--- src/sv/tcdw_pkg.sv ---
// Shared types and constants of the text console decimal writer.
// No dependencies; tcdw_ctrl, tcdw_datapath, the top level and the bench import it.
`default_nettype none

package tcdw_pkg;

  // Screen geometry and cursor widths
  localparam int COLUMNS = 80;
  localparam int LINES   = 24;
  localparam int COL_W   = 7;
  localparam int ROW_W   = 5;
  localparam int OFF_W   = 12;

  // Number conversion
  localparam int          MAX_DIGITS = 10;
  localparam int          CNT_W      = 4;
  localparam logic [31:0] RECIP10    = 32'hCCCC_CCCD;  // ceil(2^35 / 10)
  localparam int          RECIP_SHR  = 35;

  // Character codes
  localparam logic [7:0] ASCII_NL    = 8'd10;
  localparam logic [7:0] ASCII_MINUS = 8'h2D;
  localparam logic [7:0] ASCII_ZERO  = 8'h30;
  localparam logic [7:0] ATTR_RESET  = 8'd7;

  // Operation codes of an input beat
  localparam logic [1:0] OP_CHAR     = 2'd0;
  localparam logic [1:0] OP_SIGNED   = 2'd1;
  localparam logic [1:0] OP_UNSIGNED = 2'd2;

  typedef enum logic [1:0] {
    SEL_CHAR,
    SEL_MINUS,
    SEL_DIGIT
  } char_sel_e;

  typedef struct packed {
    logic      load;
    logic      mul_step;
    logic      div_step;
    logic      emit;
    char_sel_e sel;
  } cmd_t;

  typedef struct packed {
    logic neg;
    logic quot_zero;
    logic last_digit;
    logic out_free;
  } sts_t;

endpackage

`default_nettype wire

--- src/sv/tcdw_if.sv ---
// Valid/ready channel interfaces of the console writer: input items,
// cell writes and the attribute write port. Depends on nothing.
`default_nettype none

interface tcdw_in_if;
  logic        valid;
  logic        ready;
  logic [1:0]  op;
  logic [7:0]  char_code;
  logic [31:0] number;

  modport source (output valid, op, char_code, number, input ready);
  modport sink   (input valid, op, char_code, number, output ready);
endinterface

interface tcdw_out_if;
  logic        valid;
  logic        ready;
  logic [11:0] cell_offset;
  logic [7:0]  char_byte;
  logic [7:0]  attr_byte;
  logic        last;

  modport source (output valid, cell_offset, char_byte, attr_byte, last, input ready);
  modport sink   (input valid, cell_offset, char_byte, attr_byte, last, output ready);
endinterface

interface tcdw_cfg_if;
  logic       valid;
  logic       ready;
  logic [7:0] data;

  modport source (output valid, data, input ready);
  modport sink   (input valid, data, output ready);
endinterface

`default_nettype wire

--- src/sv/tcdw_ctrl.sv ---
// Sequencer of the console writer: walks load, digit conversion and
// character emission. Depends on tcdw_pkg for command and status types.
`default_nettype none

module tcdw_ctrl
  import tcdw_pkg::*;
(
  input  wire logic       clk_i,
  input  wire logic       rst_ni,
  input  wire logic       in_valid_i,
  input  wire logic [1:0] op_i,
  output logic            in_ready_o,
  input  wire sts_t       sts_i,
  output cmd_t            cmd_o
);

  typedef enum logic [2:0] {
    S_IDLE,
    S_MUL,
    S_DIV,
    S_SIGN,
    S_DIGIT,
    S_CHAR
  } state_e;

  state_e state_q, state_d;

  always_comb begin
    state_d      = state_q;
    in_ready_o   = 1'b0;
    cmd_o        = '0;
    cmd_o.sel    = SEL_CHAR;
    case (state_q)
      S_IDLE: begin
        in_ready_o = 1'b1;
        if (in_valid_i) begin
          cmd_o.load = 1'b1;
          case (op_i)
            OP_CHAR:     state_d = S_CHAR;
            OP_SIGNED:   state_d = S_MUL;
            OP_UNSIGNED: state_d = S_MUL;
            default:     state_d = S_IDLE;  // unused op: drop the beat
          endcase
        end
      end
      S_MUL: begin
        cmd_o.mul_step = 1'b1;
        state_d        = S_DIV;
      end
      S_DIV: begin
        cmd_o.div_step = 1'b1;
        if (sts_i.quot_zero) begin
          state_d = sts_i.neg ? S_SIGN : S_DIGIT;
        end else begin
          state_d = S_MUL;
        end
      end
      S_SIGN: begin
        if (sts_i.out_free) begin
          cmd_o.emit = 1'b1;
          cmd_o.sel  = SEL_MINUS;
          state_d    = S_DIGIT;
        end
      end
      S_DIGIT: begin
        if (sts_i.out_free) begin
          cmd_o.emit = 1'b1;
          cmd_o.sel  = SEL_DIGIT;
          if (sts_i.last_digit) begin
            state_d = S_IDLE;
          end
        end
      end
      S_CHAR: begin
        if (sts_i.out_free) begin
          cmd_o.emit = 1'b1;
          cmd_o.sel  = SEL_CHAR;
          state_d    = S_IDLE;
        end
      end
      default: state_d = S_IDLE;
    endcase
  end

  always_ff @(posedge clk_i or negedge rst_ni) begin
    if (!rst_ni) begin
      state_q <= S_IDLE;
    end else begin
      state_q <= state_d;
    end
  end

endmodule

`default_nettype wire

--- src/sv/tcdw_datapath.sv ---
// Datapath of the console writer: magnitude, reciprocal divide by ten,
// digit stack, cursor and the output register. Depends on tcdw_pkg.
`default_nettype none

module tcdw_datapath
  import tcdw_pkg::*;
(
  input  wire logic        clk_i,
  input  wire logic        rst_ni,
  input  wire cmd_t        cmd_i,
  output sts_t             sts_o,
  input  wire logic [1:0]  op_i,
  input  wire logic [7:0]  char_code_i,
  input  wire logic [31:0] number_i,
  input  wire logic        cfg_we_i,
  input  wire logic [7:0]  cfg_data_i,
  input  wire logic        out_ready_i,
  output logic             out_valid_o,
  output logic [OFF_W-1:0] cell_offset_o,
  output logic [7:0]       char_byte_o,
  output logic [7:0]       attr_byte_o,
  output logic             last_o
);

  logic [7:0]       attr_q;
  logic [7:0]       char_q;
  logic             neg_q;
  logic [31:0]      mag_q;
  logic [63:0]      prod_q;
  logic [3:0]       digs_q [MAX_DIGITS];
  logic [CNT_W-1:0] cnt_q;
  logic [COL_W-1:0] col_q, col_d;
  logic [ROW_W-1:0] row_q, row_d;
  logic             out_valid_q;
  logic [OFF_W-1:0] off_q;
  logic [7:0]       ch_out_q;
  logic [7:0]       attr_out_q;
  logic             last_q;

  logic             in_neg;
  logic [28:0]      quot;
  logic [31:0]      quot10;
  logic [31:0]      rem_full;
  logic [7:0]       ch;
  logic             ch_last;
  logic             is_nl;
  logic             wrap;
  logic [COL_W-1:0] col_wr;
  logic [ROW_W-1:0] row_adv;
  logic [ROW_W-1:0] row_wr;
  logic [OFF_W-1:0] lin;
  logic             out_free;

  assign in_neg   = (op_i == OP_SIGNED) && number_i[31];
  assign quot     = prod_q[63:RECIP_SHR];
  assign quot10   = ({3'b000, quot} << 3) + ({3'b000, quot} << 1);
  assign rem_full = mag_q - quot10;
  assign out_free = !out_valid_q || out_ready_i;

  // Select the character of this emit and its last flag
  always_comb begin
    case (cmd_i.sel)
      SEL_CHAR: begin
        ch      = char_q;
        ch_last = 1'b1;
      end
      SEL_MINUS: begin
        ch      = ASCII_MINUS;
        ch_last = 1'b0;
      end
      SEL_DIGIT: begin
        ch      = ASCII_ZERO + {4'b0000, digs_q[0]};
        ch_last = (cnt_q == CNT_W'(1));
      end
      default: begin
        ch      = char_q;
        ch_last = 1'b1;
      end
    endcase
  end

  // Cursor step: wrap the line first, then the screen
  always_comb begin
    is_nl   = (ch == ASCII_NL);
    wrap    = is_nl || (col_q >= COL_W'(COLUMNS));
    col_wr  = wrap ? '0 : col_q;
    row_adv = (wrap && (row_q < ROW_W'(LINES))) ? row_q + ROW_W'(1) : row_q;
    row_wr  = (row_adv >= ROW_W'(LINES)) ? '0 : row_adv;
    lin     = OFF_W'(row_wr) * OFF_W'(COLUMNS) + OFF_W'(col_wr);
    col_d   = col_q;
    row_d   = row_q;
    if (cmd_i.emit) begin
      if (is_nl) begin
        col_d = col_wr;
        row_d = row_adv;
      end else begin
        col_d = col_wr + COL_W'(1);
        row_d = row_wr;
      end
    end
  end

  always_ff @(posedge clk_i or negedge rst_ni) begin
    if (!rst_ni) begin
      attr_q      <= ATTR_RESET;
      col_q       <= '0;
      row_q       <= '0;
      cnt_q       <= '0;
      out_valid_q <= 1'b0;
    end else begin
      if (cfg_we_i) begin
        attr_q <= cfg_data_i;
      end
      col_q <= col_d;
      row_q <= row_d;
      if (cmd_i.load) begin
        cnt_q <= '0;
      end else if (cmd_i.div_step) begin
        cnt_q <= cnt_q + CNT_W'(1);
      end else if (cmd_i.emit && (cmd_i.sel == SEL_DIGIT)) begin
        cnt_q <= cnt_q - CNT_W'(1);
      end
      if (cmd_i.emit && !is_nl) begin
        out_valid_q <= 1'b1;
      end else if (out_ready_i) begin
        out_valid_q <= 1'b0;
      end
    end
  end

  // Payload registers
  always_ff @(posedge clk_i) begin
    if (cmd_i.load) begin
      char_q <= char_code_i;
      neg_q  <= in_neg;
      mag_q  <= in_neg ? (32'd0 - number_i) : number_i;
    end
    if (cmd_i.mul_step) begin
      prod_q <= {32'd0, mag_q} * {32'd0, RECIP10};
    end
    // Push the new low digit; the top of the stack ends up most significant
    if (cmd_i.div_step) begin
      mag_q     <= {3'b000, quot};
      digs_q[0] <= rem_full[3:0];
      for (int i = 1; i < MAX_DIGITS; i++) begin
        digs_q[i] <= digs_q[i-1];
      end
    end
    if (cmd_i.emit && (cmd_i.sel == SEL_DIGIT)) begin
      for (int i = 0; i < MAX_DIGITS - 1; i++) begin
        digs_q[i] <= digs_q[i+1];
      end
    end
    if (cmd_i.emit && !is_nl) begin
      off_q      <= {lin[OFF_W-2:0], 1'b0};
      ch_out_q   <= ch;
      attr_out_q <= attr_q;
      last_q     <= ch_last;
    end
  end

  assign sts_o.neg        = neg_q;
  assign sts_o.quot_zero  = (quot == '0);
  assign sts_o.last_digit = (cnt_q == CNT_W'(1));
  assign sts_o.out_free   = out_free;

  assign out_valid_o   = out_valid_q;
  assign cell_offset_o = off_q;
  assign char_byte_o   = ch_out_q;
  assign attr_byte_o   = attr_out_q;
  assign last_o        = last_q;

  a_emit_free: assert property (@(posedge clk_i) disable iff (!rst_ni)
    cmd_i.emit |-> out_free)
    else $error("emit while the output register is still full");

  a_digit_avail: assert property (@(posedge clk_i) disable iff (!rst_ni)
    (cmd_i.emit && (cmd_i.sel == SEL_DIGIT)) |-> (cnt_q != '0))
    else $error("digit emitted from an empty digit stack");

  a_cnt_max: assert property (@(posedge clk_i) disable iff (!rst_ni)
    cmd_i.div_step |-> (cnt_q < CNT_W'(MAX_DIGITS)))
    else $error("digit stack overflow");

  a_cursor_col: assert property (@(posedge clk_i) disable iff (!rst_ni)
    (cmd_i.emit && !is_nl) |=> (col_q != '0) && (col_q <= COL_W'(COLUMNS)))
    else $error("column out of range after a cell write");

endmodule

`default_nettype wire

--- src/sv/text_console_decimal_writer_top.sv ---
// Top level of the text console decimal writer: sequencer plus datapath.
// Depends on tcdw_pkg, the channel interfaces, tcdw_ctrl and tcdw_datapath.
//
// Usage:
//   in_chan_i  : input beats (op, char_code, number). op selects a character,
//                a signed or an unsigned 32-bit decimal; unused op is dropped.
//   out_chan_o : one beat per cell write (cell_offset, char_byte, attr_byte,
//                last); last marks the final cell caused by an input beat.
//                A newline moves the cursor and writes no cell.
//   cfg_i      : attribute byte write, always ready; write it only while idle.
// Timing:
//   in_chan_i.ready is high only when the sequencer is idle.
//   A character is accepted, then emitted into the output register.
//   A number is converted one digit at a time: a step in the shared
//   reciprocal multiplier, then a quotient/remainder step; then the minus
//   sign, if any, and the digits are emitted, one cell write each.
// Reset clears the cursor to the top-left cell, sets the attribute to 7 and
// empties the output register. When the receiver stalls, the output register
// holds its beat and emission waits; the cursor advances only on emit.
`default_nettype none

module text_console_decimal_writer_top
  import tcdw_pkg::*;
(
  input  wire logic  clk_i,
  input  wire logic  rst_ni,
  tcdw_in_if.sink    in_chan_i,
  tcdw_out_if.source out_chan_o,
  tcdw_cfg_if.sink   cfg_i
);

  cmd_t cmd;
  sts_t sts;

  // Attribute writes never stall
  assign cfg_i.ready = 1'b1;

  tcdw_ctrl u_ctrl (
    .clk_i      (clk_i),
    .rst_ni     (rst_ni),
    .in_valid_i (in_chan_i.valid),
    .op_i       (in_chan_i.op),
    .in_ready_o (in_chan_i.ready),
    .sts_i      (sts),
    .cmd_o      (cmd)
  );

  tcdw_datapath u_datapath (
    .clk_i         (clk_i),
    .rst_ni        (rst_ni),
    .cmd_i         (cmd),
    .sts_o         (sts),
    .op_i          (in_chan_i.op),
    .char_code_i   (in_chan_i.char_code),
    .number_i      (in_chan_i.number),
    .cfg_we_i      (cfg_i.valid),
    .cfg_data_i    (cfg_i.data),
    .out_ready_i   (out_chan_o.ready),
    .out_valid_o   (out_chan_o.valid),
    .cell_offset_o (out_chan_o.cell_offset),
    .char_byte_o   (out_chan_o.char_byte),
    .attr_byte_o   (out_chan_o.attr_byte),
    .last_o        (out_chan_o.last)
  );

endmodule

`default_nettype wire

--- src/flat_wrapper.sv ---
// flat-port wrapper written by rule: the top's interface ports become plain ports
module text_console_decimal_writer_top_flat import tcdw_pkg::*;
  (clk_i, rst_ni, in_chan_i_valid, in_chan_i_op, in_chan_i_char_code, in_chan_i_number, in_chan_i_ready, out_chan_o_valid, out_chan_o_cell_offset, out_chan_o_char_byte, out_chan_o_attr_byte, out_chan_o_last, out_chan_o_ready, cfg_i_valid, cfg_i_data, cfg_i_ready);
  tcdw_in_if in_chan_i_i ();
  tcdw_out_if out_chan_o_i ();
  tcdw_cfg_if cfg_i_i ();
  input  wire logic clk_i;
  input  wire logic rst_ni;
  input wire logic [$bits(in_chan_i_i.valid)-1:0] in_chan_i_valid;
  input wire logic [$bits(in_chan_i_i.op)-1:0] in_chan_i_op;
  input wire logic [$bits(in_chan_i_i.char_code)-1:0] in_chan_i_char_code;
  input wire logic [$bits(in_chan_i_i.number)-1:0] in_chan_i_number;
  output wire logic [$bits(in_chan_i_i.ready)-1:0] in_chan_i_ready;
  output wire logic [$bits(out_chan_o_i.valid)-1:0] out_chan_o_valid;
  output wire logic [$bits(out_chan_o_i.cell_offset)-1:0] out_chan_o_cell_offset;
  output wire logic [$bits(out_chan_o_i.char_byte)-1:0] out_chan_o_char_byte;
  output wire logic [$bits(out_chan_o_i.attr_byte)-1:0] out_chan_o_attr_byte;
  output wire logic [$bits(out_chan_o_i.last)-1:0] out_chan_o_last;
  input wire logic [$bits(out_chan_o_i.ready)-1:0] out_chan_o_ready;
  input wire logic [$bits(cfg_i_i.valid)-1:0] cfg_i_valid;
  input wire logic [$bits(cfg_i_i.data)-1:0] cfg_i_data;
  output wire logic [$bits(cfg_i_i.ready)-1:0] cfg_i_ready;
  assign in_chan_i_i.valid = in_chan_i_valid;
  assign in_chan_i_i.op = in_chan_i_op;
  assign in_chan_i_i.char_code = in_chan_i_char_code;
  assign in_chan_i_i.number = in_chan_i_number;
  assign in_chan_i_ready = in_chan_i_i.ready;
  assign out_chan_o_valid = out_chan_o_i.valid;
  assign out_chan_o_cell_offset = out_chan_o_i.cell_offset;
  assign out_chan_o_char_byte = out_chan_o_i.char_byte;
  assign out_chan_o_attr_byte = out_chan_o_i.attr_byte;
  assign out_chan_o_last = out_chan_o_i.last;
  assign out_chan_o_i.ready = out_chan_o_ready;
  assign cfg_i_i.valid = cfg_i_valid;
  assign cfg_i_i.data = cfg_i_data;
  assign cfg_i_ready = cfg_i_i.ready;
  text_console_decimal_writer_top u_core (.clk_i(clk_i), .rst_ni(rst_ni), .in_chan_i(in_chan_i_i), .out_chan_o(out_chan_o_i), .cfg_i(cfg_i_i));
endmodule
--- config.mk ---
export PLATFORM = sky130hd
export DESIGN_NAME = text_console_decimal_writer_top_flat
export DESIGN_NICKNAME = d
export VERILOG_FILES = /design/src/sv/tcdw_pkg.sv /design/src/sv/tcdw_if.sv /design/src/sv/tcdw_ctrl.sv /design/src/sv/tcdw_datapath.sv /design/src/sv/text_console_decimal_writer_top.sv /design/src/flat_wrapper.sv
export SDC_FILE = /design/constraint.sdc
export NUM_CORES = 1
export LEC_CHECK = 0
export CORE_MARGIN = 2
export CORE_UTILIZATION = 45
export CTS_BUF_LIST = sky130_fd_sc_hd__clkbuf_8
export DETAILED_ROUTE_END_ITERATION = 6
export DONT_BUFFER_PORTS = 1
export PLACE_DENSITY_LB_ADDON = 0.1
export SYNTH_ARGS = -nofsm -noshare
export SYNTH_HDL_FRONTEND = slang
export SYNTH_HIERARCHICAL = 1
export SYNTH_SLANG_ARGS = --single-unit
--- constraint.sdc ---
create_clock -name clk_i -period 7.85 [get_ports clk_i]
set_input_delay 1.1775 -clock clk_i [delete_from_list [all_inputs] [get_ports clk_i]]
set_output_delay 1.1775 -clock clk_i [all_outputs]
set_load 0.05 [all_outputs]
# [Word-level counts from Yosys, hierarchy flattened]
# Memories as Yosys holds them, arrays and structs flattened.
# Index checks and enable logic that the tools add are counted.
[totals] in_bits=55 n_memories=1 ramBits=40 elab_cells=117 regBits=161 out_inout_bits=32
[memory_table] memory="u_core.u_datapath.digs_q" words=10 width=4 read_ports=10 rd_ports_with_merged_regs=0 wr=10 line="tcdw_datapath.sv:30" source="logic [3:0] digs_q [MAX_DIGITS];"
[op_classes] n_eq_ne=16 magnitude_cmp=3 n_mul=2 reduce_logical=16 bitwise_logic=9 addsub=9 n_mux=46
[ops] cell="$mul 32x32->64 const B" count=1
[ops] cell="$mux 29" count=2
[ops] cell="$mux 4" count=12
[ops] cell="$mux 32" count=1
[ops] cell="$sub 1x32->32 const A" count=1
[ops] cell="$mux 3" count=10
[ops] cell="$logic_not 29->1" count=1
[ops] cell="$pmux 3 s6" count=1
[ops] cell="$pmux 8 s2" count=1
[ops] cell="$mux 5" count=3
[ops] cell="$mux 7" count=2
[ops] cell="$add 11x7->11" count=1
[ops] cell="$mux 1" count=11
[ops] cell="$or 1x1->1" count=9
[ops] cell="$pmux 3 s3" count=1
[ops] cell="$eq 8x4->1 const B" count=1
[ops] cell="$ne 2x2->1 const B" count=4
[ops] cell="$add 6x4->7 const A" count=1
[ops] cell="$add 7x1->7 const B" count=1
[ops] cell="$ge 7x7->1 const B" count=1
[ops] cell="$mul 5x3->7 const B" count=1
[ops] cell="$eq 3x2->1 const B" count=2
[ops] cell="$eq 3x3->1 const B" count=2
[ops] cell="$pmux 3 s2" count=1
[ops] cell="other kinds (22)" count=30

# [Logic depth before layout (Yosys ltp)]
# Gate-level depths: netlist of run 1.
[logic_depth] ltp_word=14 depth_mapped=25 depth_no_buf=25

# [By module]
# Netlist of run 1, hierarchy kept.
[by_module_without_submodules] module="tcdw_datapath" seq_area_each_um2=4743.3 instances=1 area_each_um2=24065.6 cells_per_inst=2246
[by_module_without_submodules] module="tcdw_ctrl" seq_area_each_um2=75.1 instances=1 area_each_um2=296.5 cells_per_inst=35
[by_module_without_submodules] module="text_console_decimal_writer_top" seq_area_each_um2=0.0 instances=1 area_each_um2=11.3 cells_per_inst=2

# [Worst setup path before layout of run 1]
# No wires, ideal clock.
[synth_path] path_kind="register to register" start="register u_core.u_datapath.mag_q[9]" end="register u_core.u_datapath.prod_q[50] (data pin)" path_slack_ns=1.138 required_time_ns=7.586 path_stages_with_launch=23 arrival_ns=6.448 synth_period_minus_slack_ns=6.712 setup_time_ns=0.264 path_buffers=1 path_cell_list="edfxtp_1 -> ha_1 -> clkbuf_1 -> xor2_1 -> ha_1 -> a21o_1 -> fa_1 -> inv_1 -> fa_1 -> inv_1 -> fa_1 -> fa_1 -> fa_1 -> fa_1 -> ha_1 -> a21oi_1 -> nand3b_1 -> a2111oi_0 -> o21ai_0 -> a211o_1 -> a221oi_2 -> a31oi_1 -> xor2_1"
[synth_between] elab_chain_cells=1
[synth_rtl] element="from (decl)" line="tcdw_datapath.sv:28" source="logic [31:0] mag_q;"
[synth_rtl] element="from (signal assigned)" line="tcdw_datapath.sv:136" source="mag_q <= in_neg ? (32'd0 - number_i) : number_i;"
[synth_rtl] element="from (signal assigned)" line="tcdw_datapath.sv:143" source="mag_q <= {3'b000, quot};"
[synth_rtl] element="$mul 32x32->64" line="tcdw_datapath.sv:139" source="prod_q <= {32'd0, mag_q} * {32'd0, RECIP10};"
[synth_rtl] element="to (signal assigned)" line="tcdw_datapath.sv:139"
[synth_rtl] element="to (decl)" line="tcdw_datapath.sv:29" source="logic [63:0] prod_q;"
# No other way between the ends.
# A chain may end at the register's enable or synchronous reset.

# [Final worst setup path of run 1]
[layout_path] start="register u_core.u_datapath.mag_q[14]" end="register u_core.u_datapath.prod_q[50] (data pin)"
# Same word-level chain as after synthesis.

==> results.toml, run 1 <==
[global_routing]
grt_max_degree = 73
grtUsageTotal_pct = 25.88
grt_pass1_wl_mm = 106.6
grt_overflow = 0
grt_antenna_before_repair = 0
grt_pass1_vias = 17294

[synthesis]
synth_seq_cells = 166
async_flop_share_pct = 16.87
synthCells = 2283
yosys.area.top_type_share_pct = 31.87
synthesis.nets = 3093
seq_area_frac_synth_pct = 19.77
synth-edff-count = 135
yosysUniqueCellTypes = 74
syn_area_um2 = 24370
synth-warning-count = 6
synth_area_leaders = "fa_1, ha_1, edfxtp_1"
synth_area_per_cell_um2 = 10.68
yosysTopAreaCell = "fa_1"
synthFlopType = "edfxtp_1"

[floorplan]
start_util_pct = 45.38
dieArea_um2 = 56040
chipWidth_um = 236.7
die_height_um = 236.7
boundaryPins = 87
rows = 85
coreArea_um2 = 53710

[final_layout]
antenna_cells = 0
final_cell_area_um2 = 26110
drive_gt1_share_pct = 7.816
finish.net_count = 3151
syn2layout_area_growth_pct = 7.130
fin_cells = 3050

[critical_path]
r2r-start = "u_core/u_datapath/mag_q[14]"
critPathBufInv = 5
reg2reg_slack_ns = 0.12
crit_path_max_incr_delay_ns = 0.58
worstSetupStartpointType = "register"
cp_slowest_cell = "fa_1"
reg2reg_depth = 22
path_class = "register to register"
r2r_end = "u_core/u_datapath/prod_q[50]"
crit_top_cell = "fa_1"
end_kind = "register"
cp_top_family = "adder cells"
path_cells = "ha_2, inv_1, fa_1, inv_1, fa_1, inv_1, fa_1, inv_1, fa_1, fa_1, fa_1, fa_1, ha_1, a21oi_1, o21ai_0, a2111oi_1, buf_4, o21ai_0, a211o_2, a221oi_4, a31oi_1, xor2_1"
cp.required_ns = 8.11
cp_max_fo = 6
worst_ep_arrival_time_ns = 7.99

[sta]
clock_skew_ns = 0.01753
report.final.slew_viol_count = 0
period_needed_ns = 7.730
finalHoldViolations = 0
max-slew-margin-rel_pct = 24.63
fmax_mhz = 129.4
tightest_slew_ns = 1.129
rsz0062_at_grt = "true"
post-route-period-util_pct = 98.48
finalSetupViolations = 0

[route]
vias = 15969
met1_length_mm = 29.91
vias_per_cell = 5.236
route.met2.wl_mm = 34.16
drt.antenna.violating_nets = 0
drc = 0
wl_mm = 69.48
topRoutingLayerUsed = "met4"
drt_pass1_iterations = 5
wl_met3_mm = 2.715
drt_iter0_drc = 1050
wl_per_cell_um = 22.78

[clock_network]
cts_tree = "built"
clockRootBuffer = "clkbuf_8"
htree_num_levels = 4
clock_path_buffers = 2
postCtsSetupRepairBufs = 0
clkTransAtPathRegs_ns = 0.12
cts_num_sinks = 166
clock_latency_ns = 0.50
cts_made_buffers = 17

[placement]
dpl-instance-area_um2 = 25650
gp_congestion = 0.9432
dp_hpwl_mm = 61.47
portBuffers = 0
dpl.cell_count = 3018

[worst_hold_path]
hold_class = "primary input to asynchronous set/reset pin"

[outcome]
status = "finished clean"

[run]
drv_cap = 0
## cell usage in the layout (no fill, tap or decap), types with 5 or more instances in the layout
cell type,netlist,layout
a211oi_1,6,6
a21o_1,35,35
a21oi_1,90,90
a31oi_1,10,10
and2_1,16,15
and3_1,7,7
and4_1,6,6
buf_4,8,77
clkbuf_8,0,17
clkinv_8,0,5
dfrtp_1,25,25
edfxtp_1,135,135
fa_1,388,388
ha_1,367,363
inv_1,582,582
inv_8,0,6
mux2_2,44,44
nand2_1,97,96
nand2b_1,13,12
nand3_1,16,16
nand4_1,17,17
nor2_1,59,59
nor2b_1,6,6
nor3_1,17,16
nor4_1,6,6
o211ai_1,6,6
o21ai_0,75,75
o21bai_1,13,13
o22ai_1,5,5
o31ai_1,5,5
xnor2_1,54,54
xor2_1,71,71
## layer usage
layer | global-route usage, % | up-vias
met5 | 0 | -
met4 | 9.436 | 0
met3 | 2.541 | 81
met2 | 44.20 | 353
met1 | 34.35 | 8107
li1 | - | 7428
## per-stage QoR
stage / setup TNS [ns] / setup WS, ns / hold slack, ns / utilization [%]
after global routing: -0.07196 / -0.07196 / 0.2913 / 48.62
after floorplan: 0 / 1.138 / 0.4211 / -
after detailed placement: 0 / 0.08226 / 0.4346 / 47.75
final: 0 / 0.1196 / 0.3470 / 48.62
after global placement: 0 / 0.1740 / 0.4286 / 47.75
after CTS: 0 / 0.04813 / 0.2937 / 48.57
## logic make-up (layout without fill, tap and decap cells)
kind of cell | Yosys count | in the layout | share of synthesized area, %
multiplexers | 46 | 46 | 2.166
flip-flops | 166 | 166 | 19.77
adder cells (fa/ha/maj) | 755 | 755 | 50.71
AND/OR/NAND/NOR | 291 | 291 | 6.073
other | 2 | 2 | 0.03081
buffers and inverters | 620 | 691 | 9.733
AO/OA/AOI/OAI | 278 | 278 | 7.028
XOR/XNOR | 125 | 125 | 4.492
## worst max path at each step
stage,start,to,slack [ns],depth (start not counted)
2_1_floorplan,u_core/u_datapath/mag_q[9],u_core/u_datapath/prod_q[50],1.14,22
3_3_place_gp,u_core/u_datapath/mag_q[14],u_core/u_datapath/prod_q[50],0.17,22
3_5_place_dp,u_core/u_datapath/mag_q[14],u_core/u_datapath/prod_q[50],0.08,22
4_1_cts,u_core/u_datapath/mag_q[14],u_core/u_datapath/prod_q[50],0.05,22
5_1_grt,u_core/u_datapath/mag_q[14],u_core/u_datapath/prod_q[50],-0.07,22
6_report,u_core/u_datapath/mag_q[14],u_core/u_datapath/prod_q[50],0.12,22
## area by class of cell
type,count,area [µm²]
clock inverter,15,206.4
multi-input combinational,1497,17220
timing repair buffer,77,578.1
tap,696,870.8
clock buffer,17,234.0
inverter,582,2185
fill,4906,27600
sequential,166,4818
## registers in the layout (all words and copies together) (netlist names)
signal and flops:
u_core/u_datapath/prod_q 29, u_core/u_datapath/row_q 5, u_core/u_datapath/cell_offset_o 11, u_core/u_datapath/char_q 8
u_core/u_datapath/attr_q 8, u_core/u_datapath/neg_q 1, u_core/u_datapath/out_valid_o 1, u_core/u_datapath/attr_byte_o 8
u_core/u_datapath/cnt_q 4, u_core/u_datapath/digs_q 40, u_core/u_datapath/col_q 7, u_core/u_datapath/mag_q 32
u_core/u_ctrl/state_q 3, u_core/u_datapath/last_o 1, u_core/u_datapath/char_byte_o 8
## cell usage after synthesis (17+ instances only)
cell      count
o21ai_0      75
nand2_1      97
clkbuf_1     27
xor2_1       71
a21o_1       35
xnor2_1      54
mux2_2       44
a21oi_1      90
edfxtp_1    135
inv_1       582
nor2_1       59
nor3_1       17
fa_1        388
dfrtp_1      25
nand4_1      17
ha_1        367
## timing repair
item                                   CTS  global route
gates resized for setup                  0             9
hold buffers                             0             0
setup endpoints to repair                0             7
endpoints found under the hold margin    0             0
Power of run 1 is left out: the tool's default activity adds up to more than one toggle a clock period on the data nets, which glitch-free logic cannot reach.
==> inputs of run 2 (changes only) <==
ABC_AREA = 1   (was default)
CORE_UTILIZATION = 68   (was 45)
==> run 2 against run 1 <==
  * The run now ends with DRC left
  * Critical path depth is the same
  * Design area up 6.7%
  * Clock skew increased by 0.022 ns
  * Hold slack worse by 0.023 ns
  * Fmax grew 6.3%
  * First-iteration DRC count increased to 2.6 times the previous value
  * Sequential share of layout area down 1.2 points
  * Synthesized area grew 10%
  * Worst setup slack improved by 0.46 ns
  * Die area is 27% lower
==> results.toml, run 2 <==
[sta]
report.final.slew_viol_count = 0
rsz0062_at_grt = "false"
totalNegativeSetupSlack_ns = 0
tightest_slew_ns = 1.262
period_needed_ns = 7.271
post-route-period-util_pct = 92.63
max-slew-margin-rel_pct = 15.76
clock_skew_ns = 0.03904
finalHoldViolations = 0
finalSetupViolations = 0
fmax_mhz = 137.5
fin_hold_ws_ns = 0.3241

[clock_network]
cts_resized = 0
clockRootBuffer = "clkbuf_8"
clkTransAtPathRegs_ns = 0.12
postCtsSetupRepairBufs = 0
cts_tree = "built"
clock_path_buffers = 2
htree_num_levels = 4
cts_num_sinks = 166
ctsHoldBuffers = 0
clock_latency_ns = 0.55
cts_made_buffers = 17

[route]
drt_iter0_drc = 2712
vias = 21785
vias_per_cell = 5.949
wl_per_cell_um = 24.14
drt_pass1_iterations = 7
wl_mm = 88.39
drt.antenna.violating_nets = 0
drc = 2

[floorplan]
start_util_pct = 69.05
coreArea_um2 = 38830
boundaryPins = 87
die_height_um = 202.6
dieArea_um2 = 41030
chipWidth_um = 202.6
rows = 72

[outcome]
status = "finished with violations"
failed_checks = "DRC"

[synthesis]
synthCells = 3125
synth_area_per_cell_um2 = 8.580
yosysUniqueCellTypes = 51
yosys.area.top_type_share_pct = 28.97
syn_area_um2 = 26810
synth_area_leaders = "fa_1, ha_1, edfxtp_1"
synth_common_cells = "inv_1, nand2_1, fa_1, ha_1, nor2_1"
yosysMostFrequentCell = "inv_1"
synth-edff-count = 135
synthesis.nets = 3935
yosysTopAreaCell = "fa_1"
synth_seq_cells = 166
synthFlopType = "edfxtp_1"
synth-warning-count = 6
seq_area_frac_synth_pct = 17.97
async_flop_share_pct = 16.87

[final_layout]
regMostFlops = "u_core/u_datapath/digs_q"
final_cell_mix = "inv_1, nand2_1, fa_1, ha_1, nor2_1"
largestRegisters = "u_core/u_datapath/digs_q x40, u_core/u_datapath/mag_q x32, u_core/u_datapath/prod_q x29"
syn2layout_area_growth_pct = 3.934
drive_gt1_share_pct = 3.533
largest_reg_flops = 40
finish.net_count = 3939
layout_commonest_cell = "inv_1"

[critical_path]
end_kind = "register"
path_cells = "ha_1, xor2_1, ha_1, or2_2, fa_1, fa_1, fa_1, fa_1, fa_1, inv_1, fa_1, inv_1, ha_1, nand2_1, nor2_1, inv_1, nor2_1, nand2_1, inv_1, o21ai_0, nand4_1, nand2_1"
cp_slowest_cell = "edfxtp_1"
critPathBufInv = 4
crit_path_max_incr_delay_ns = 0.71
path_class = "register to register"
cp_top_family = "adder cells"
crit_top_cell = "fa_1"
worstSetupStartpointType = "register"
cp_max_fo = 8
worst_ep_arrival_time_ns = 7.56
cp.required_ns = 8.14

[placement]
portBuffers = 0
gp_congestion = 1.072
dp_hpwl_mm = 76.01

[global_routing]
grt_overflow = 0
grt_max_degree = 41
grt_pass1_wl_mm = 134.3
grt_pass1_vias = 23016
grtUsageTotal_pct = 44.82
grt_antenna_before_repair = 2

[run]
drv_cap = 0

[worst_hold_path]
hold_class = "primary input to asynchronous set/reset pin"
==> run 2: cells by family (layout without fill, tap and decap cells) <==
group	after synthesis	after routing	synth area share, %
buffers and inverters	850	867	12.06
other	2	4	0.02801
adder cells (fa/ha/maj)	755	755	46.10
AND/OR/NAND/NOR	987	987	15.26
multiplexers	10	10	0.4107
AO/OA/AOI/OAI	281	281	5.749
XOR/XNOR	74	74	2.417
flip-flops	166	166	17.97
==> run 2: layer usage <==
metal | routed length [µm] | global-route usage [%] | vias up
li1 | - | - | 9584
met5 | 13 | 0 | -
met1 | 33530 | 57.88 | 10556
met3 | 9301 | 10.64 | 326
met2 | 39510 | 69.59 | 1317
met4 | 6038 | 25.99 | 2
==> run 2: final cells by class <==
class                   count  area [µm²]
multi-input cells        2109       18770
fillers                  2947       10960
flip-flops and latches    166        4818
inverters                 820        3085
well taps                 518       648.1
clock buffers              17       234.0
clock inverters            15       193.9
repair buffers             15       112.6
diodes                      2       5.005
==> run 2: path summary, 6_finish.rpt <==
check | startpoint | end | slack [ns] | depth (start not counted)
setup / recovery | u_core/u_datapath/mag_q[2] | u_core/u_datapath/prod_q[43] | 0.58 | 22
hold / removal | rst_ni | u_core/u_datapath/row_q[4] | 0.32 | 0
setup reg to reg | u_core/u_datapath/mag_q[2] | u_core/u_datapath/prod_q[43] | 0.58 | 22
hold reg to reg | u_core/u_datapath/attr_q[3] | u_core/u_datapath/attr_byte_o[3] | 0.47 | 0
max in group asynchronous | rst_ni | u_core/u_datapath/attr_q[1] | 7.33 | 0
min in group clk_i | u_core/u_datapath/attr_q[3] | u_core/u_datapath/attr_byte_o[3] | 0.47 | 0
==> run 2: through the flow <==
step                instances  util [%]  setup slack [ns]  cell area [µm²]
floorplan                3125         -             1.848            26810
global placement         3628     70.66            0.8202            27430
detailed placement       3628     70.66            0.8118            27430
CTS                      3660     71.76            0.7466            27860
global route             3660     71.76            0.3861            27860
finish                   3662     71.77            0.5787            27870
Power of run 2 is left out for the same reason.
==> inputs of run 3 (changes only) <==
CELL_PAD_IN_SITES_DETAIL_PLACEMENT = 1   (was default)
CELL_PAD_IN_SITES_GLOBAL_PLACEMENT = 1   (was default)
CORE_UTILIZATION = 52   (was 68)
REMOVE_ABC_BUFFERS = 1   (was default)
==> run 3 against run 2 <==
  * The run now ends clean
  * Clock-buffer cell count stayed put
  * Critical path type unchanged
  * Via count decreased by 1.2%
  * Sequential cell count is the same
  * Fmax fell by 2.3%
  * Non-clock buffer count fell by 1
  * Clock skew fell by 0.0090 ns
  * Cell count rose by 4.4%
  * Routed wire length grew 10%
==> results.toml, run 3 (synthesis gave the netlist of run 2 again) <==
[outcome]
status = "finished clean"

[global_routing]
grt_pass1_wl_mm = 146.5
use_met3_pct = 6.422
top_usage_layer = "met2"
use_met1_pct = 50.29
grt_pass1_vias = 23420
grt_max_degree = 41
grt_overflow = 0
met2_usage_pct = 59.80
grt_antenna_before_repair = 2
grtUsageTotal_pct = 37.77

[sta]
fin_hold_ws_ns = 0.2571
clock_skew_ns = 0.03000
rsz0062_at_grt = "false"
report.final.slew_viol_count = 0
fmax_mhz = 134.4
totalNegativeSetupSlack_ns = 0
tightest_slew_ns = 1.297
period_needed_ns = 7.440
finalSetupViolations = 0
finalHoldViolations = 0
post-route-period-util_pct = 94.78
max-slew-margin-rel_pct = 13.45

[final_layout]
largest_reg_flops = 40
finish.net_count = 3938
final_cell_mix = "inv_1, nand2_1, fa_1, ha_1, nor2_1"
final_cell_area_um2 = 28060
largestRegisters = "u_core/u_datapath/digs_q x40, u_core/u_datapath/mag_q x32, u_core/u_datapath/prod_q x29"
layout_commonest_cell = "inv_1"
regMostFlops = "u_core/u_datapath/digs_q"
drive_gt1_share_pct = 3.470
syn2layout_area_growth_pct = 4.648

[route]
drt.antenna.violating_nets = 0
drt_iter0_drc = 1589
drt_pass1_iterations = 5
vias = 21516
wl_mm = 97.38
drc = 0
vias_per_cell = 5.627
wl_per_cell_um = 25.46

[clock_network]
cts_made_buffers = 17
cts_tree = "built"
clock_latency_ns = 0.59
htree_num_levels = 4
postCtsSetupRepairBufs = 0
clkTransAtPathRegs_ns = 0.13
cts_num_sinks = 166
clockRootBuffer = "clkbuf_8"
ctsHoldBuffers = 0
cts_resized = 0
clock_path_buffers = 2

[run]
drv_cap = 0

[floorplan]
start_util_pct = 52.48
rows = 83
dieArea_um2 = 53390
chipWidth_um = 231.1
die_height_um = 231.1
coreArea_um2 = 51090
boundaryPins = 87

[placement]
dp_hpwl_mm = 85.82
portBuffers = 0
dpl-instance-area_um2 = 27630
gp_congestion = 1.101

[critical_path]
path_class = "register to register"
cp_slowest_cell = "ha_1"
reg2reg_depth = 24
end_kind = "register"
cp_max_fo = 5
worst-path-stages = 24
worstSetupStartpointType = "register"
r2r-start = "u_core/u_datapath/mag_q[20]"
crit_path_max_incr_delay_ns = 0.71
worst_ep_arrival_time_ns = 7.78
reg2reg_slack_ns = 0.41
cp.required_ns = 8.19
critPathBufInv = 7
cp_top_family = "adder cells"
path_cells = "ha_1, inv_1, fa_1, inv_1, fa_1, inv_1, fa_1, inv_1, fa_1, fa_1, fa_1, inv_1, fa_1, inv_1, ha_1, nand2_1, inv_1, nand2_1, nor3_1, nand2_1, nor3_1, nand2_1, nand3_1, nand2_1"
r2r_end = "u_core/u_datapath/prod_q[61]"

[worst_hold_path]
hold_class = "primary input to asynchronous set/reset pin"
-- run 3: changes by cell type in the layout (fill, tap and decap cells not counted) --
cell,change
clkinvlp_4,-1
inv_12,-1
clkinv_8,+1
inv_1,+1
inv_6,-1
inv_8,-1
diode_2,+1
buf_4,-1
clkinv_4,+2
-- run 3: layout make-up --
class	count	area [µm²]
clock buffer	17	234.0
multi-input combinational	2109	18770
sequential	166	4818
clock inverter	15	187.7
antenna	3	7.507
tap	680	850.8
inverter	820	3085
fill	6151	23040
timing repair buffer	14	105.1
-- run 3: layer usage --
metal / wire length [µm] / share of wire [%]
met4: 5649 / 5.8
met2: 44890 / 46
met3: 6342 / 6.5
met5: 0 / 0
met1: 40490 / 42
-- run 3: metrics by stage --
| stage | instances | util [%] | setup WS (ns) |
|---|---|---|---|
| final | 3824 | 54.91 | 0.4095 |
| after global routing | 3822 | 54.91 | 0.08048 |
| after CTS | 3821 | 54.90 | 0.5574 |
| after detailed placement | 3789 | 54.07 | 0.5928 |
| after global placement | 3789 | 54.07 | 0.7849 |
| after floorplan | 3095 | - | 1.848 |
-- run 3: how the worst max path moves through the flow --
stage / from / end / slack, ns
3_3_place_gp: u_core/u_datapath/mag_q[18] / u_core/u_datapath/prod_q[50] / 0.78
5_1_grt: u_core/u_datapath/mag_q[20] / u_core/u_datapath/prod_q[61] / 0.08
4_1_cts: u_core/u_datapath/mag_q[20] / u_core/u_datapath/prod_q[37] / 0.56
3_5_place_dp: u_core/u_datapath/mag_q[20] / u_core/u_datapath/prod_q[37] / 0.59
2_1_floorplan: u_core/u_datapath/mag_q[20] / u_core/u_datapath/prod_q[56] / 1.85
6_report: u_core/u_datapath/mag_q[20] / u_core/u_datapath/prod_q[61] / 0.41
Power of run 3 is left out for the same reason.
